<file path="src/sv/plbp_pkg.sv">
// plbp_pkg: shared types, codes and pattern tables for the status LED pattern generator
// no dependencies; imported by priority_led_blink_pattern
`default_nettype none

package plbp_pkg;

   // operation codes carried by each request beat
   typedef enum logic [1:0] {
      OP_SET_FLAG  = 2'd0,
      OP_CLEAR_ALL = 2'd1,
      OP_TICK      = 2'd2,
      OP_UNUSED    = 2'd3
   } op_type;

   localparam int CondWidth  = 3;
   localparam int PhaseWidth = 2;
   localparam int DurWidth   = 13;
   localparam int TimeWidth  = 32;
   localparam int NumConds   = 7;

   typedef logic [CondWidth-1:0]  cond_type;
   typedef logic [PhaseWidth-1:0] phase_type;
   typedef logic [DurWidth-1:0]   dur_type;
   typedef logic [TimeWidth-1:0]  time_type;

   // pattern and condition codes share one numbering
   localparam cond_type COND_FATAL        = 3'd0;
   localparam cond_type COND_OTA_VERIFY   = 3'd1;
   localparam cond_type COND_OTA_DOWNLOAD = 3'd2;
   localparam cond_type COND_PROVISION    = 3'd3;
   localparam cond_type COND_WIFI         = 3'd4;
   localparam cond_type COND_CLOUD        = 3'd5;
   localparam cond_type COND_BOOT         = 3'd6;
   localparam cond_type PATTERN_NONE      = 3'd7;

   // phase length in ms for each pattern and phase; unused phases are zero, all 200 for PATTERN_NONE
   function automatic dur_type phase_ms(input cond_type pat, input phase_type ph);
      dur_type d;
      d = 13'd0;
      unique case (pat)
         COND_FATAL:        d = (ph == 2'd0) ? 13'd3000 : ((ph == 2'd1) ? 13'd1000 : 13'd0);
         COND_OTA_VERIFY:   d = (ph == 2'd0 || ph == 2'd1) ? 13'd100 : 13'd0;
         COND_OTA_DOWNLOAD: d = (ph == 2'd0) ? 13'd80 : ((ph == 2'd1) ? 13'd420 : 13'd0);
         COND_PROVISION:    d = (ph == 2'd0 || ph == 2'd1) ? 13'd1000 : 13'd0;
         COND_WIFI:         d = (ph == 2'd3) ? 13'd1700 : 13'd100;
         COND_CLOUD:        d = (ph == 2'd0) ? 13'd50 : ((ph == 2'd1) ? 13'd4950 : 13'd0);
         COND_BOOT:         d = (ph == 2'd0 || ph == 2'd1) ? 13'd200 : 13'd0;
         default:           d = 13'd200;
      endcase
      return d;
   endfunction

   // whether the LED is lit in a given phase of a pattern
   function automatic logic phase_lit(input cond_type pat, input phase_type ph);
      logic lit;
      if (pat == COND_WIFI) begin
         lit = (ph == 2'd0) || (ph == 2'd2);
      end else if (pat != PATTERN_NONE) begin
         lit = (ph == 2'd0);
      end else begin
         lit = 1'b0;
      end
      return lit;
   endfunction

endpackage

`default_nettype wire

</file>
<file path="src/sv/priority_led_blink_pattern.sv">
// priority_led_blink_pattern: top level of the status LED pattern generator
// depends on plbp_pkg for operation codes and the pattern tables
`default_nettype none

// Takes one request beat per cycle while responses drain, and returns exactly one
// response beat for each in the following cycle: the flag update or tick is worked out
// in a single pass of logic (priority encode, table lookup, one 32-bit wrapping compare)
// and lands in the response register. A new request is taken whenever the response
// register is empty or being drained in the same cycle, so the block sustains one beat
// per clock. Set and clear-all beats change only the flags; the LED, pattern and phase
// move on ticks. pin_level reflects active_low as written before the request was taken.
module priority_led_blink_pattern
   import plbp_pkg::*;
(
   input  wire logic        clock,
   input  wire logic        reset,
   input  wire logic        csr_active_low_we,
   input  wire logic        csr_active_low,
   input  wire logic        req_valid,
   output logic             req_ready,
   input  wire logic [1:0]  req_operation,
   input  wire logic [2:0]  req_condition,
   input  wire logic        req_enable,
   input  wire logic [31:0] req_now_ms,
   output logic             rsp_valid,
   input  wire logic        rsp_ready,
   output logic             rsp_led_on,
   output logic             rsp_pin_level,
   output logic [2:0]       rsp_pattern,
   output logic [1:0]       rsp_phase
);

   logic                active_low_ff;
   logic [NumConds-1:0] flags_ff, flags_in;
   cond_type            pattern_ff, pattern_in;
   phase_type           phase_ff, phase_in;
   time_type            start_ff, start_in;
   logic                led_ff, led_in;

   logic                rsp_valid_ff;
   logic                rsp_led_ff, rsp_pin_ff;
   cond_type            rsp_pattern_ff;
   phase_type           rsp_phase_ff;

   logic                accept;
   cond_type            target;
   time_type            elapsed;
   phase_type           phase_next;

   // handshake: take a beat when the response slot is free or draining
   assign req_ready = !rsp_valid_ff || rsp_ready;
   assign accept    = req_valid && req_ready;

   // highest priority active condition, boot self-test by default
   always_comb begin
      target = COND_BOOT;
      for (int c = NumConds - 1; c >= 0; c--) begin
         if (flags_ff[c]) begin
            target = CondWidth'(c);
         end
      end
   end

   // elapsed time in the current phase and the following phase index
   assign elapsed    = req_now_ms - start_ff;
   assign phase_next = (pattern_ff == COND_WIFI) ? phase_type'(phase_ff + 2'd1)
                                                 : phase_type'({1'b0, ~phase_ff[0]});

   // next state for one request beat
   always_comb begin
      flags_in   = flags_ff;
      pattern_in = pattern_ff;
      phase_in   = phase_ff;
      start_in   = start_ff;
      led_in     = led_ff;
      unique case (op_type'(req_operation))
         OP_SET_FLAG: begin
            if (req_condition != PATTERN_NONE) begin
               flags_in[req_condition] = req_enable;
            end
         end
         OP_CLEAR_ALL: begin
            flags_in = '0;
         end
         OP_TICK: begin
            if (target != pattern_ff) begin
               pattern_in = target;
               phase_in   = 2'd0;
               start_in   = req_now_ms;
               led_in     = phase_lit(target, 2'd0);
            end else if (elapsed >= {19'd0, phase_ms(pattern_ff, phase_ff)}) begin
               phase_in = phase_next;
               start_in = req_now_ms;
               led_in   = phase_lit(pattern_ff, phase_next);
            end
         end
         OP_UNUSED: begin
            flags_in = flags_ff;
         end
         default: begin
            flags_in = flags_ff;
         end
      endcase
   end

   // configuration register
   always_ff @(posedge clock) begin
      if (reset) begin
         active_low_ff <= 1'b0;
      end else if (csr_active_low_we) begin
         active_low_ff <= csr_active_low;
      end
   end

   // pattern state, updated on every accepted beat
   always_ff @(posedge clock) begin
      if (reset) begin
         flags_ff   <= '0;
         pattern_ff <= PATTERN_NONE;
         phase_ff   <= 2'd0;
         start_ff   <= '0;
         led_ff     <= 1'b0;
      end else if (accept) begin
         flags_ff   <= flags_in;
         pattern_ff <= pattern_in;
         phase_ff   <= phase_in;
         start_ff   <= start_in;
         led_ff     <= led_in;
      end
   end

   // response valid
   always_ff @(posedge clock) begin
      if (reset) begin
         rsp_valid_ff <= 1'b0;
      end else if (accept) begin
         rsp_valid_ff <= 1'b1;
      end else if (rsp_ready) begin
         rsp_valid_ff <= 1'b0;
      end
   end

   // response payload
   always_ff @(posedge clock) begin
      if (accept) begin
         rsp_led_ff     <= led_in;
         rsp_pin_ff     <= led_in ^ active_low_ff;
         rsp_pattern_ff <= pattern_in;
         rsp_phase_ff   <= phase_in;
      end
   end

   assign rsp_valid     = rsp_valid_ff;
   assign rsp_led_on    = rsp_led_ff;
   assign rsp_pin_level = rsp_pin_ff;
   assign rsp_pattern   = rsp_pattern_ff;
   assign rsp_phase     = rsp_phase_ff;

endmodule

`default_nettype wire
</file>
<file path="config.mk">
export PLATFORM = sky130hd
export DESIGN_NAME = priority_led_blink_pattern
export DESIGN_NICKNAME = d
export VERILOG_FILES = /design/src/sv/plbp_pkg.sv /design/src/sv/priority_led_blink_pattern.sv
export SDC_FILE = /design/constraint.sdc
export NUM_CORES = 1
export LEC_CHECK = 0
export BUFFER_PORTS_ARGS = -buffer_cell sky130_fd_sc_hd__buf_4
export CAP_MARGIN = 30
export CORE_MARGIN = 10
export CORE_UTILIZATION = 55
export CTS_CLUSTER_DIAMETER = 60
export DETAILED_ROUTE_END_ITERATION = 8
export GPL_TIMING_DRIVEN = 0
export MAX_ROUTING_LAYER = met4
export PLACE_DENSITY = 0.78
export SYNTH_ARGS = -nofsm -noshare
export SYNTH_HDL_FRONTEND = slang
export SYNTH_SLANG_ARGS = --single-unit
</file>
<file path="constraint.sdc">
create_clock -name clock -period 5 [get_ports clock]
set_clock_uncertainty 0.2 [all_clocks]
set_input_delay 1 -clock clock [delete_from_list [all_inputs] [get_ports clock]]
set_output_delay 1 -clock clock [all_outputs]
set_load 0.03 [all_outputs]
</file>
==> results of run 1 <==
-- cell usage in the layout (no fill, tap or decap), types with 5 or more instances in the layout --
master                     count
sky130_fd_sc_hd__nand2_1     125
sky130_fd_sc_hd__buf_4        60
sky130_fd_sc_hd__a21oi_1      51
sky130_fd_sc_hd__dfxtp_1      46
sky130_fd_sc_hd__inv_1        45
sky130_fd_sc_hd__ha_1         42
sky130_fd_sc_hd__nor2_1       40
sky130_fd_sc_hd__o21ai_0      40
sky130_fd_sc_hd__mux2i_1      37
sky130_fd_sc_hd__clkbuf_1     18
sky130_fd_sc_hd__nand3_1      14
sky130_fd_sc_hd__nand4_1      12
sky130_fd_sc_hd__nand2b_1     11
sky130_fd_sc_hd__xnor2_1      11
sky130_fd_sc_hd__nor3_1       10
sky130_fd_sc_hd__a21o_1       10
sky130_fd_sc_hd__buf_2         8
sky130_fd_sc_hd__xor2_1        7
sky130_fd_sc_hd__o211ai_1      7
sky130_fd_sc_hd__a211oi_1      7
sky130_fd_sc_hd__o21a_1        7
sky130_fd_sc_hd__edfxtp_1      7
sky130_fd_sc_hd__a21oi_2       6
sky130_fd_sc_hd__clkbuf_8      6
sky130_fd_sc_hd__a22oi_1       5
sky130_fd_sc_hd__or3_1         5
sky130_fd_sc_hd__a21boi_0      5
-- logic make-up after synthesis --
group	Yosys count
compound gates	195
xor+xnor	19
fa+ha+maj	48
buf+inv	82
flops	53
mux	39
simple gates	248
-- per-layer routing --
metal	vias up	global-route usage	part of all wire
met5	-	-	0
met2	186	0.3356	0.45
met4	0	0.06589	0.025
met1	2483	0.2805	0.46
li1	2598	-	-
met3	33	0.03903	0.067
-- power groups by stage --
stage	clock, mW	sequential, mW	combinational (mW)
finish	0.284	0.458	0.508
global route	0.303	0.460	0.558
CTS	0.289	0.458	0.461
detailed placement	0	0.467	0.451
global placement	0	0.466	0.440
floorplan	0	0.475	0.316
-- path summary, 6_finish.rpt --
path,from,endpoint,depth (start not counted)
min reg2reg,start_ff[20],start_ff[20],2
max reg2reg,phase_ff[0],phase_ff[1],21
min,start_ff[20],start_ff[20],2
max,req_now_ms[0],phase_ff[1],22
-- per-stage QoR --
step | cells | cell area (um^2) | setup WS (ps)
CTS | 855 | 5768 | 2.951
finish | 867 | 6091 | -57.23
global placement | 846 | 5630 | -622.5
global route | 867 | 6091 | -151.6
detailed placement | 846 | 5630 | -707.6
floorplan | 684 | 5109 | 68.28
-- cell type report --
type,count,area [um^2]
multi-input combinational,549,3786
fill,799,3062
sequential,53,1131
timing repair buffer,64,544.3
buffer,34,205.2
inverter,48,185.2
tap,111,138.9
clock buffer,6,82.58
clock inverter,2,17.52
-- worst register-to-register path, cell delays in order (launching register included) --
cell and delay [ps]:
sky130_fd_sc_hd__dfxtp_1 480, sky130_fd_sc_hd__inv_1 160, sky130_fd_sc_hd__ha_1 230, sky130_fd_sc_hd__clkbuf_1 190
sky130_fd_sc_hd__nor2_1 170, sky130_fd_sc_hd__nor2_1 100, sky130_fd_sc_hd__nand2_1 100, sky130_fd_sc_hd__o21ai_0 110
sky130_fd_sc_hd__a22oi_1 270, sky130_fd_sc_hd__ha_1 290, sky130_fd_sc_hd__a21o_1 160, sky130_fd_sc_hd__a21o_1 160
sky130_fd_sc_hd__a221oi_2 260, sky130_fd_sc_hd__o21ai_1 130, sky130_fd_sc_hd__a211oi_2 290, sky130_fd_sc_hd__o2111a_1 230
sky130_fd_sc_hd__nand4_1 230, sky130_fd_sc_hd__nor3_2 300, sky130_fd_sc_hd__nor3_2 90, sky130_fd_sc_hd__buf_6 170
sky130_fd_sc_hd__buf_12 150, sky130_fd_sc_hd__o31ai_4 220
-- cell usage after synthesis (all sizes together), types with 3 or more instances --
cell,number,area (um^2)
a2111oi,6,83.84
a211oi,9,72.57
a21boi,5,37.54
a21o,10,75.07
a21oi,58,305.3
a22oi,5,37.54
a31oi,3,18.77
buf,16,111.4
clkbuf,18,67.56
dfxtp,46,920.9
edfxtp,7,210.2
ha,47,588.1
inv,48,180.2
mux2i,37,370.4
nand2,125,469.2
nand2b,11,68.82
nand3,14,70.07
nand4,12,75.07
nor2,41,153.9
nor2b,4,25.02
nor3,13,70.07
nor3b,4,30.03
o2111a,3,33.78
o211ai,7,52.55
o21a,7,52.55
o21ai,48,244.0
o21bai,4,30.03
o22ai,4,25.02
o31ai,6,55.05
or2,3,18.77
or3,6,42.54
xnor2,12,105.1
xor2,7,61.31
-- flip-flops by register name (all words and copies together) (netlist names) --
register       cells
phase_ff           2
led_ff             1
rsp_pattern        3
active_low_ff      1
rsp_led_on         1
rsp_pin_level      1
start_ff          32
pattern_ff         3
rsp_valid          1
flags_ff           6
rsp_phase          2
-- what timing repair did --
action,4_1_cts,5_1_grt
endpoints found under the hold margin,0,0
buffers inserted,1,9
hold buffers,0,0
pin swaps,4,23
cloned,0,3
resized for setup,8,37
setup endpoints to repair,39,39
==> metrics, run 1 <==
switching share of power=0.3800; xor and xnor area share after synthesis=0.03257; Hold Path Class=flop to flop; unrepaired setup endpoints after global routing=true; final hold violation count=0; capturing element type of the critical path=flop; Netlist Area Pre-Place=0.005109 mm^2; Req. time, crit path=5050 ps; clock sinks=53; violated checks=setup timing; proportion of synthesized area in mux cells=0.07690; number of standard-cell rows in the floorplan=35; worst slew margin relative to its limit=0.4837; register area share after synthesis=0.2214; latest clock arrival within the worst-skew pair=330 ps; number of nets in the layout=847; aggregate negative setup slack=-112.5 ps; kind of cell adding the most delay to the critical path=compound AO/OA/AOI/OAI gates; power per cell area=205.3 mW/mm^2; Post-Synth Adder-Cell Area=0.1190; Tcrit/Tclk final=1.011; leftover overflow at the end of global routing=0; total half-perimeter wirelength after legalization and detailed placement=11290 um; signed area change from the synthesized netlist to the final layout=19.23%; data arrival time of the critical path=5100 ps; count of TritonRoute iterations in the first routing pass=5; clock slew seen by the registers of the worst setup and hold paths=110 ps; Layout Utilization=0.6655; number of synthesized flops with an enable pin=7; largest family of logic cells by synthesized area=compound AO/OA/AOI/OAI gates; CP Max Fanout=8; detailed router's first-iteration violation count=506; max-cap violation count=0; proportion of register bits with asynchronous set or reset after synthesis=0; upper clock frequency limit=between 0.15 and 0.2 GHz; max-slew violation count=0; part of the power in registers=0.366; Power Total=1.250 mW; post-detailed-route wirelength per cell=roughly 17 um; simple-gate share of the synthesized area=0.2231; standard cell with the maximum stage delay on the critical path=sky130_fd_sc_hd__fa_2; placeable core region=0.009153 mm^2; number of buffers on the longest clock path=2; WL final=15080 um; pin count of the biggest net entering global routing=18; Primary FF master, synth=sky130_fd_sc_hd__dfxtp_1; synthesized area divided by synthesized cell count=7.469 um^2; start-to-end type of the worst setup path=input pin to flop; power share of the clock group=0.227; Netlist cell types=between 70 and 80; Worst Max-Slew Pin Slew=about 770 ps; peak supply drop=between 0.0002 and 0.00025 V; deepest level of the CTS H-tree=2; Leakage=2.314 nW; effective utilization at floorplan=0.5582; net load switching power=around 0.48 mW; final setup violation count=5; total DRC errors in the routed layout=0; clock tree from TritonCTS=yes; final worst slack=-57.23 ps; buffer type at the clock tree root=sky130_fd_sc_hd__clkbuf_8; crit path time final=around 5100 ps; setup slack, reg-to-reg=210 ps; number of antenna violations at the first check in global routing=0; wire length of the first global-routing pass=23490 um; number of instances in the synthesized netlist=684; die boundary width=~120 um; die area=0.01354 mm^2; Worst setup SP type=input pin; vertical extent of the die=116.4 um; number of buffers created by CTS=5; quantity of I/O buffers inserted on ports=51; Synthesis Warnings=0; cell chain of the critical path=buf_8, inv_4, ha_4, inv_4, fa_2, a211oi_4, o211ai_1, nand2_1, xnor2_2, ha_2, a21o_1, a21o_1, a221oi_2, o21ai_1, a211oi_2, o2111a_1, nand4_1, nor3_2, nor3_2, buf_6, buf_12, o31ai_4; worst path buffer plus inverter count=5; compound-cell area share of the yosys netlist=0.2567; synthesized net count=~780; overall fraction of global-route tracks in use=0.2164; result of the run=finished, violations left; CP max stage delay=430 ps; Combinational Power Share=0.407; vias in the first global route=~5000; Synth Register Bits=53; Boundary Pins=53; Hold WS=262.3 ps; number of routed nets with antenna violations=0; detailed-route vias per instance=~6; internal power consumption=roughly 0.78 mW; routability congestion estimate from global placement=0.9641; number of antenna repair diodes=0; overall via count from detail_route=5300; layout cells sized above 1=0.1720
No activity file was read; power rests on OpenSTA's default activity.
==> inputs of run 2 (changes only) <==
--- a/config.mk
+++ b/config.mk
@@ -13,7 +13,8 @@
 export DETAILED_ROUTE_END_ITERATION = 8
 export GPL_TIMING_DRIVEN = 0
 export MAX_ROUTING_LAYER = met4
-export PLACE_DENSITY = 0.78
+export PLACE_DENSITY = 0.76
+export SETUP_SLACK_MARGIN = 0.3
 export SYNTH_ARGS = -nofsm -noshare
 export SYNTH_HDL_FRONTEND = slang
 export SYNTH_SLANG_ARGS = --single-unit
==> metrics, run 2 (synthesized netlist as in run 1, its figures left out) <==
die area=0.01354 mm^2 (unchanged); worst slew margin relative to its limit=0.4267 (was 0.4837); overall via count from detail_route=5326 (was 5300); Hold WS=265.0 ps (was 262.3 ps); number of buffers created by CTS=5 (unchanged); WL final=15040 um (was 15080 um); Leakage=2.390 nW (was 2.314 nW); deepest level of the CTS H-tree=2 (unchanged); highest-count cells in the layout ignoring fill and taps=125 x sky130_fd_sc_hd__nand2_1, 64 x sky130_fd_sc_hd__buf_4, 50 x sky130_fd_sc_hd__a21oi_1 (was 125 x sky130_fd_sc_hd__nand2_1, 60 x sky130_fd_sc_hd__buf_4, 51 x sky130_fd_sc_hd__a21oi_1); Min-Delay Startpoint=start_ff[1] (was start_ff[20]); upper clock frequency limit=0.2073 GHz (was 0.1977 GHz); detailed router's first-iteration violation count=420 (was 506); Post-Place Cells=846 (unchanged); reg-to-reg startpoint=phase_ff[0] (unchanged); final setup violation count=0 (was 5); number of nets in the layout=858 (was 847); clock sinks=53 (unchanged); number of standard-cell rows in the floorplan=35 (unchanged); vertical extent of the die=116.4 um (unchanged); quantity of I/O buffers inserted on ports=51 (unchanged); Power Total=1.241 mW (was 1.250 mW); number of routed nets with antenna violations=0 (unchanged); total DRC errors in the routed layout=0 (unchanged); die boundary width=116.4 um (unchanged); wire length of the first global-routing pass=23900 um (was 23490 um); critical path startpoint=req_now_ms[4] (was req_now_ms[0]); data arrival time of the critical path=4700 ps (was 5100 ps); biggest registers after layout=start_ff: 32 flops, flags_ff: 6 flops (unchanged); Hold Path Class=flop to flop (unchanged); power per cell area=197.4 mW/mm^2 (was 205.3 mW/mm^2); placeable core region=0.009153 mm^2 (unchanged); buffer type at the clock tree root=sky130_fd_sc_hd__clkbuf_8 (unchanged); Tcrit/Tclk final=0.9648 (was 1.011); Req. time, crit path=4870 ps (was 5050 ps); result of the run=complete, no violations (was finished, violations left); max-cap violation count=0 (unchanged); overall fraction of global-route tracks in use=0.2190 (was 0.2164); effective utilization at floorplan=0.5582 (unchanged); pin count of the biggest net entering global routing=17 (was 18); number of antenna repair diodes=0 (unchanged); layout cells sized above 1=0.2021 (was 0.1720); final worst slack=176.2 ps (was -57.23 ps); start-to-end type of the worst setup path=input pin to flop (unchanged); max-slew violation count=0 (unchanged); number of antenna violations at the first check in global routing=0 (unchanged); Largest register FFs=32 (unchanged); detailed-route vias per instance=6.066 (was 6.113); final hold violation count=0 (unchanged); clock slew seen by the registers of the worst setup and hold paths=100 ps (was 110 ps); Worst setup SP type=input pin (unchanged); routability congestion estimate from global placement=0.9575 (was 0.9641); peak supply drop=0.0001453 V (was 0.0002049 V); latest clock arrival within the worst-skew pair=320 ps (was 330 ps); count of TritonRoute iterations in the first routing pass=5 (unchanged); setup slack after placement=-364.3 ps (was -707.6 ps); Worst Max-Slew Pin Slew=860.0 ps (was 766.4 ps); Largest Register=start_ff (unchanged); post-detailed-route wirelength per cell=17.12 um (was 17.40 um); most common cell after layout, fill and taps aside=sky130_fd_sc_hd__nand2_1 (unchanged); unrepaired setup endpoints after global routing=true (unchanged); capturing element type of the critical path=flop (unchanged); leftover overflow at the end of global routing=0 (unchanged); number of buffers on the longest clock path=2 (unchanged); vias in the first global route=5126 (was 5077); crit path time final=4824 ps (was 5057 ps); signed area change from the synthesized netlist to the final layout=23.10% (was 19.23%); clock tree from TritonCTS=yes (unchanged); CP Max Fanout=5 (was 8); total half-perimeter wirelength after legalization and detailed placement=11170 um (was 11290 um); non-filler cells, final=878 (was 867); Boundary Pins=53 (unchanged)
## run 2: changes by cell type in the layout (fill, tap and decap cells not counted), sizes merged
cell / delta
buf: +12
inv: -1
clkbuf: -1
clkinvlp: +2
clkinv: -1
## run 2: cell type report
| cell class | instances | area [um^2] |
|---|---|---|
| buffer | 34 | 206.4 |
| clock buffer | 6 | 72.57 |
| clock inverter | 2 | 15.01 |
| fill | 785 | 2864 |
| inverter | 48 | 180.2 |
| multi-input combinational | 549 | 3889 |
| sequential | 53 | 1131 |
| tap | 111 | 138.9 |
| timing repair buffer | 75 | 655.6 |
## run 2: worst paths after layout
path / end / slack (ps) / cells after the start
setup reg to reg: rsp_pin_level / 410 / 20
hold / removal: start_ff[1] / 260 / 2
setup / recovery: rsp_pin_level / 180 / 21
hold reg to reg: start_ff[1] / 260 / 2
## run 2: per-layer routing
metal,routed length (um),GRT usage
met5,0,-
met4,237,0.05755
met3,694,0.02363
met2,7523,0.3695
met1,6580,0.2722
## run 2: metrics by stage
stage / util / cell area [um^2] / setup TNS (ps)
CTS: 0.6592 / 6033 / 0
floorplan: - / 5147 / 0
finish: 0.6871 / 6289 / 0
detailed placement: 0.6194 / 5669 / -11900
global placement: 0.6194 / 5669 / -6953
global route: 0.6871 / 6289 / -12.59
## run 2: critical path: stages
cell                       delay, ps
sky130_fd_sc_hd__buf_8           100
sky130_fd_sc_hd__ha_4            290
sky130_fd_sc_hd__o211ai_1        100
sky130_fd_sc_hd__a21oi_2         180
sky130_fd_sc_hd__nor2_2           70
sky130_fd_sc_hd__o21ai_2         130
sky130_fd_sc_hd__a21o_1          150
sky130_fd_sc_hd__a21oi_2          70
sky130_fd_sc_hd__xnor2_2         150
sky130_fd_sc_hd__ha_1            320
sky130_fd_sc_hd__a21o_1          160
sky130_fd_sc_hd__a21o_1          160
sky130_fd_sc_hd__a221oi_2        270
sky130_fd_sc_hd__o21ai_1         120
sky130_fd_sc_hd__a211oi_2        230
sky130_fd_sc_hd__o2111a_1        220
sky130_fd_sc_hd__nand4_1         180
sky130_fd_sc_hd__buf_4           200
sky130_fd_sc_hd__o41a_1          420
sky130_fd_sc_hd__o21ai_2          80
sky130_fd_sc_hd__xnor2_1          90
## run 2: power by group
part | switching (mW) | internal, mW | total, mW
clock network | 0.156 | 0.0993 | 0.256
logic | 0.303 | 0.225 | 0.527
registers | 0.00911 | 0.449 | 0.458
total | 0.468 | 0.773 | 1.24
## run 2: timing repair
item                                   4_1_cts  5_1_grt
setup endpoints to repair                   39       39
setup buffers                               13        7
gates cloned                                 1        3
gates resized for setup                     32       33
endpoints found under the hold margin        0        0
hold buffers                                 0        0
pin swaps                                   25       31
==> inputs of run 3 (changes only) <==
--- a/config.mk
+++ b/config.mk
@@ -14,6 +14,7 @@
 export GPL_TIMING_DRIVEN = 0
 export MAX_ROUTING_LAYER = met4
 export PLACE_DENSITY = 0.76
+export REMOVE_ABC_BUFFERS = 1
 export SETUP_SLACK_MARGIN = 0.3
 export SYNTH_ARGS = -nofsm -noshare
 export SYNTH_HDL_FRONTEND = slang
==> metrics, run 3 (synthesized netlist as in run 1, its figures left out) <==
overall fraction of global-route tracks in use=0.2100 (was 0.2190); count of fill cells added during filler insertion=799 (was 785); clock sinks=53 (unchanged); total half-perimeter wirelength after legalization and detailed placement=10470 um (was 11170 um); overall via count from detail_route=5136 (was 5326); reg-to-reg endpoint=start_ff[14] (was rsp_pin_level); die boundary width=116.4 um (unchanged); Req. time, crit path=5050 ps (was 4870 ps); Largest register FFs=32 (unchanged); Min-Delay Startpoint=start_ff[22] (was start_ff[1]); Reg area=0.001131 mm^2 (unchanged); unrepaired setup endpoints after global routing=true (unchanged); final setup violation count=0 (unchanged); start-to-end type of the worst setup path=input pin to flop (unchanged); Power Total=1.247 mW (was 1.241 mW); reg-to-reg startpoint=phase_ff[0] (unchanged); WL final=14200 um (was 15040 um); standard cell area after detailed placement=0.005498 mm^2 (was 0.005669 mm^2); Tcrit/Tclk final=0.9672 (was 0.9648); signed area change from the synthesized netlist to the final layout=19.54% (was 23.10%); post-detailed-route wirelength per cell=16.69 um (was 17.12 um); buffer type at the clock tree root=sky130_fd_sc_hd__clkbuf_8 (unchanged); pin count of the biggest net entering global routing=69 (was 17); routability congestion estimate from global placement=0.9188 (was 0.9575); quantity of I/O buffers inserted on ports=52 (was 51); final worst slack=163.9 ps (was 176.2 ps); total DRC errors in the routed layout=0 (unchanged); Worst setup SP type=input pin (unchanged); detailed-route vias per instance=6.035 (was 6.066); Worst Max-Slew Pin Slew=751.9 ps (was 860.0 ps); max-cap violation count=0 (unchanged); final hold violation count=0 (unchanged); clock tree from TritonCTS=yes (unchanged); Leakage=2.346 nW (was 2.390 nW); deepest level of the CTS H-tree=2 (unchanged); Post-Place Cells=816 (was 846); peak supply drop=0.0001174 V (was 0.0001453 V); most common cell after layout, fill and taps aside=sky130_fd_sc_hd__nand2_1 (unchanged); data arrival time of the critical path=4890 ps (was 4700 ps); result of the run=complete, no violations (unchanged); worst reg2reg path depth=20 (unchanged); setup slack, reg-to-reg=440 ps (was 410 ps); Hold WS=263.5 ps (was 265.0 ps); Final Instance Area=0.006107 mm^2 (was 0.006289 mm^2); crit path time final=4836 ps (was 4824 ps); CP Max Fanout=9 (was 5); leftover overflow at the end of global routing=0 (unchanged); max-slew violation count=0 (unchanged); Boundary Pins=53 (unchanged); highest-count cells in the layout ignoring fill and taps=125 x sky130_fd_sc_hd__nand2_1, 67 x sky130_fd_sc_hd__buf_4, 51 x sky130_fd_sc_hd__a21oi_1 (was 125 x sky130_fd_sc_hd__nand2_1, 64 x sky130_fd_sc_hd__buf_4, 50 x sky130_fd_sc_hd__a21oi_1); placeable core region=0.009153 mm^2 (unchanged); Hold Path Class=flop to flop (unchanged); number of buffers created by CTS=5 (unchanged); vias in the first global route=4972 (was 5126); detailed router's first-iteration violation count=374 (was 420); vertical extent of the die=116.4 um (unchanged); die area=0.01354 mm^2 (unchanged); setup slack after placement=-707.3 ps (was -364.3 ps); count of TritonRoute iterations in the first routing pass=5 (unchanged); capturing element type of the critical path=flop (unchanged); effective utilization at floorplan=0.5582 (unchanged); worst hold stages=2 (unchanged); layout cells sized above 1=0.1905 (was 0.2021); non-filler cells, final=851 (was 878); biggest registers after layout=start_ff: 32 flops, flags_ff: 6 flops (unchanged); hold_buf cts=0 (unchanged); wire length of the first global-routing pass=23050 um (was 23900 um); clock slew seen by the registers of the worst setup and hold paths=120 ps (was 100 ps); Largest Register=start_ff (unchanged); upper clock frequency limit=0.2068 GHz (was 0.2073 GHz); number of routed nets with antenna violations=0 (unchanged); number of antenna repair diodes=0 (unchanged); endpoint of the worst hold path=start_ff[22] (was start_ff[1]); worst slew margin relative to its limit=0.4987 (was 0.4267); number of buffers on the longest clock path=2 (unchanged); number of antenna violations at the first check in global routing=0 (unchanged); number of standard-cell rows in the floorplan=35 (unchanged); number of nets in the layout=831 (was 858); latest clock arrival within the worst-skew pair=320 ps (about the same); power per cell area=204.3 mW/mm^2 (was 197.4 mW/mm^2); total area of multi-input combinational cells=0.003827 mm^2 (was 0.003889 mm^2)
run 3: cell types whose count changed in the layout (fill, tap and decap cells not counted), sizes merged:
cell,previous run,this run
inv,48,51
buf,89,82
clkbuf,26,5
clkinvlp,2,0
run 3: per-layer routing:
layer  wire length, um  track usage
met1              6171       0.2475
met2              7146       0.3725
met3               581      0.02260
met4               303      0.05254
met5                 0            -
run 3: how the worst max path moves through the flow:
stage / startpoint / to / slack (ps) / cells past startpoint
2_1_floorplan: req_now_ms[2] / led_ff / -2740 / 19
3_3_place_gp: req_now_ms[2] / led_ff / -4430 / 20
3_5_place_dp: req_now_ms[2] / start_ff[14] / -710 / 22
4_1_cts: req_now_ms[2] / start_ff[11] / 310 / 22
5_1_grt: req_now_ms[0] / start_ff[5] / -50 / 22
6_report: req_now_ms[2] / start_ff[14] / 160 / 22
run 3: power breakdown:
part / internal (mW) / switching (mW)
combinational: 0.216 / 0.281
sequential: 0.449 / 0.0176
clock: 0.105 / 0.178
total: 0.770 / 0.477
run 3: layout make-up:
type | instances | share of cell area
clock buffers | 5 | 0.01127
multi-input cells | 549 | 0.6267
clock inverters | 3 | 0.004302
well taps | 111 | 0.02274
repair buffers | 82 | 0.1203
flip-flops and latches | 53 | 0.1852
inverters | 48 | 0.02950
run 3: worst max-delay path: stages:
cell and delay, ps:
sky130_fd_sc_hd__buf_6 100, sky130_fd_sc_hd__ha_4 220, sky130_fd_sc_hd__o211ai_1 220, sky130_fd_sc_hd__a21oi_2 70
sky130_fd_sc_hd__nor2_2 140, sky130_fd_sc_hd__o21ai_2 80, sky130_fd_sc_hd__a21o_1 180, sky130_fd_sc_hd__a21oi_2 140
sky130_fd_sc_hd__xnor2_1 150, sky130_fd_sc_hd__ha_1 270, sky130_fd_sc_hd__a21o_1 170, sky130_fd_sc_hd__a21o_1 190
sky130_fd_sc_hd__a221oi_2 250, sky130_fd_sc_hd__o21ai_1 130, sky130_fd_sc_hd__a211oi_2 240, sky130_fd_sc_hd__o2111a_1 240
sky130_fd_sc_hd__nand4_1 220, sky130_fd_sc_hd__nor3_4 300, sky130_fd_sc_hd__nor3_4 90, sky130_fd_sc_hd__buf_6 170
sky130_fd_sc_hd__buf_12 140, sky130_fd_sc_hd__mux2i_1 160
run 3: timing repair:
action	4_1_cts	5_1_grt
endpoints found under the setup margin	39	39
setup buffers	18	7
pin swaps	22	27
gates cloned	1	0
gates resized for setup	31	25
run 3: through the flow:
step           setup TNS, ps  utilization
6_report                   0       0.6673
2_1_floorplan         -90210            -
3_3_place_gp         -149930       0.5964
3_5_place_dp          -19000       0.6007
4_1_cts                    0       0.6459
5_1_grt               -709.4       0.6673
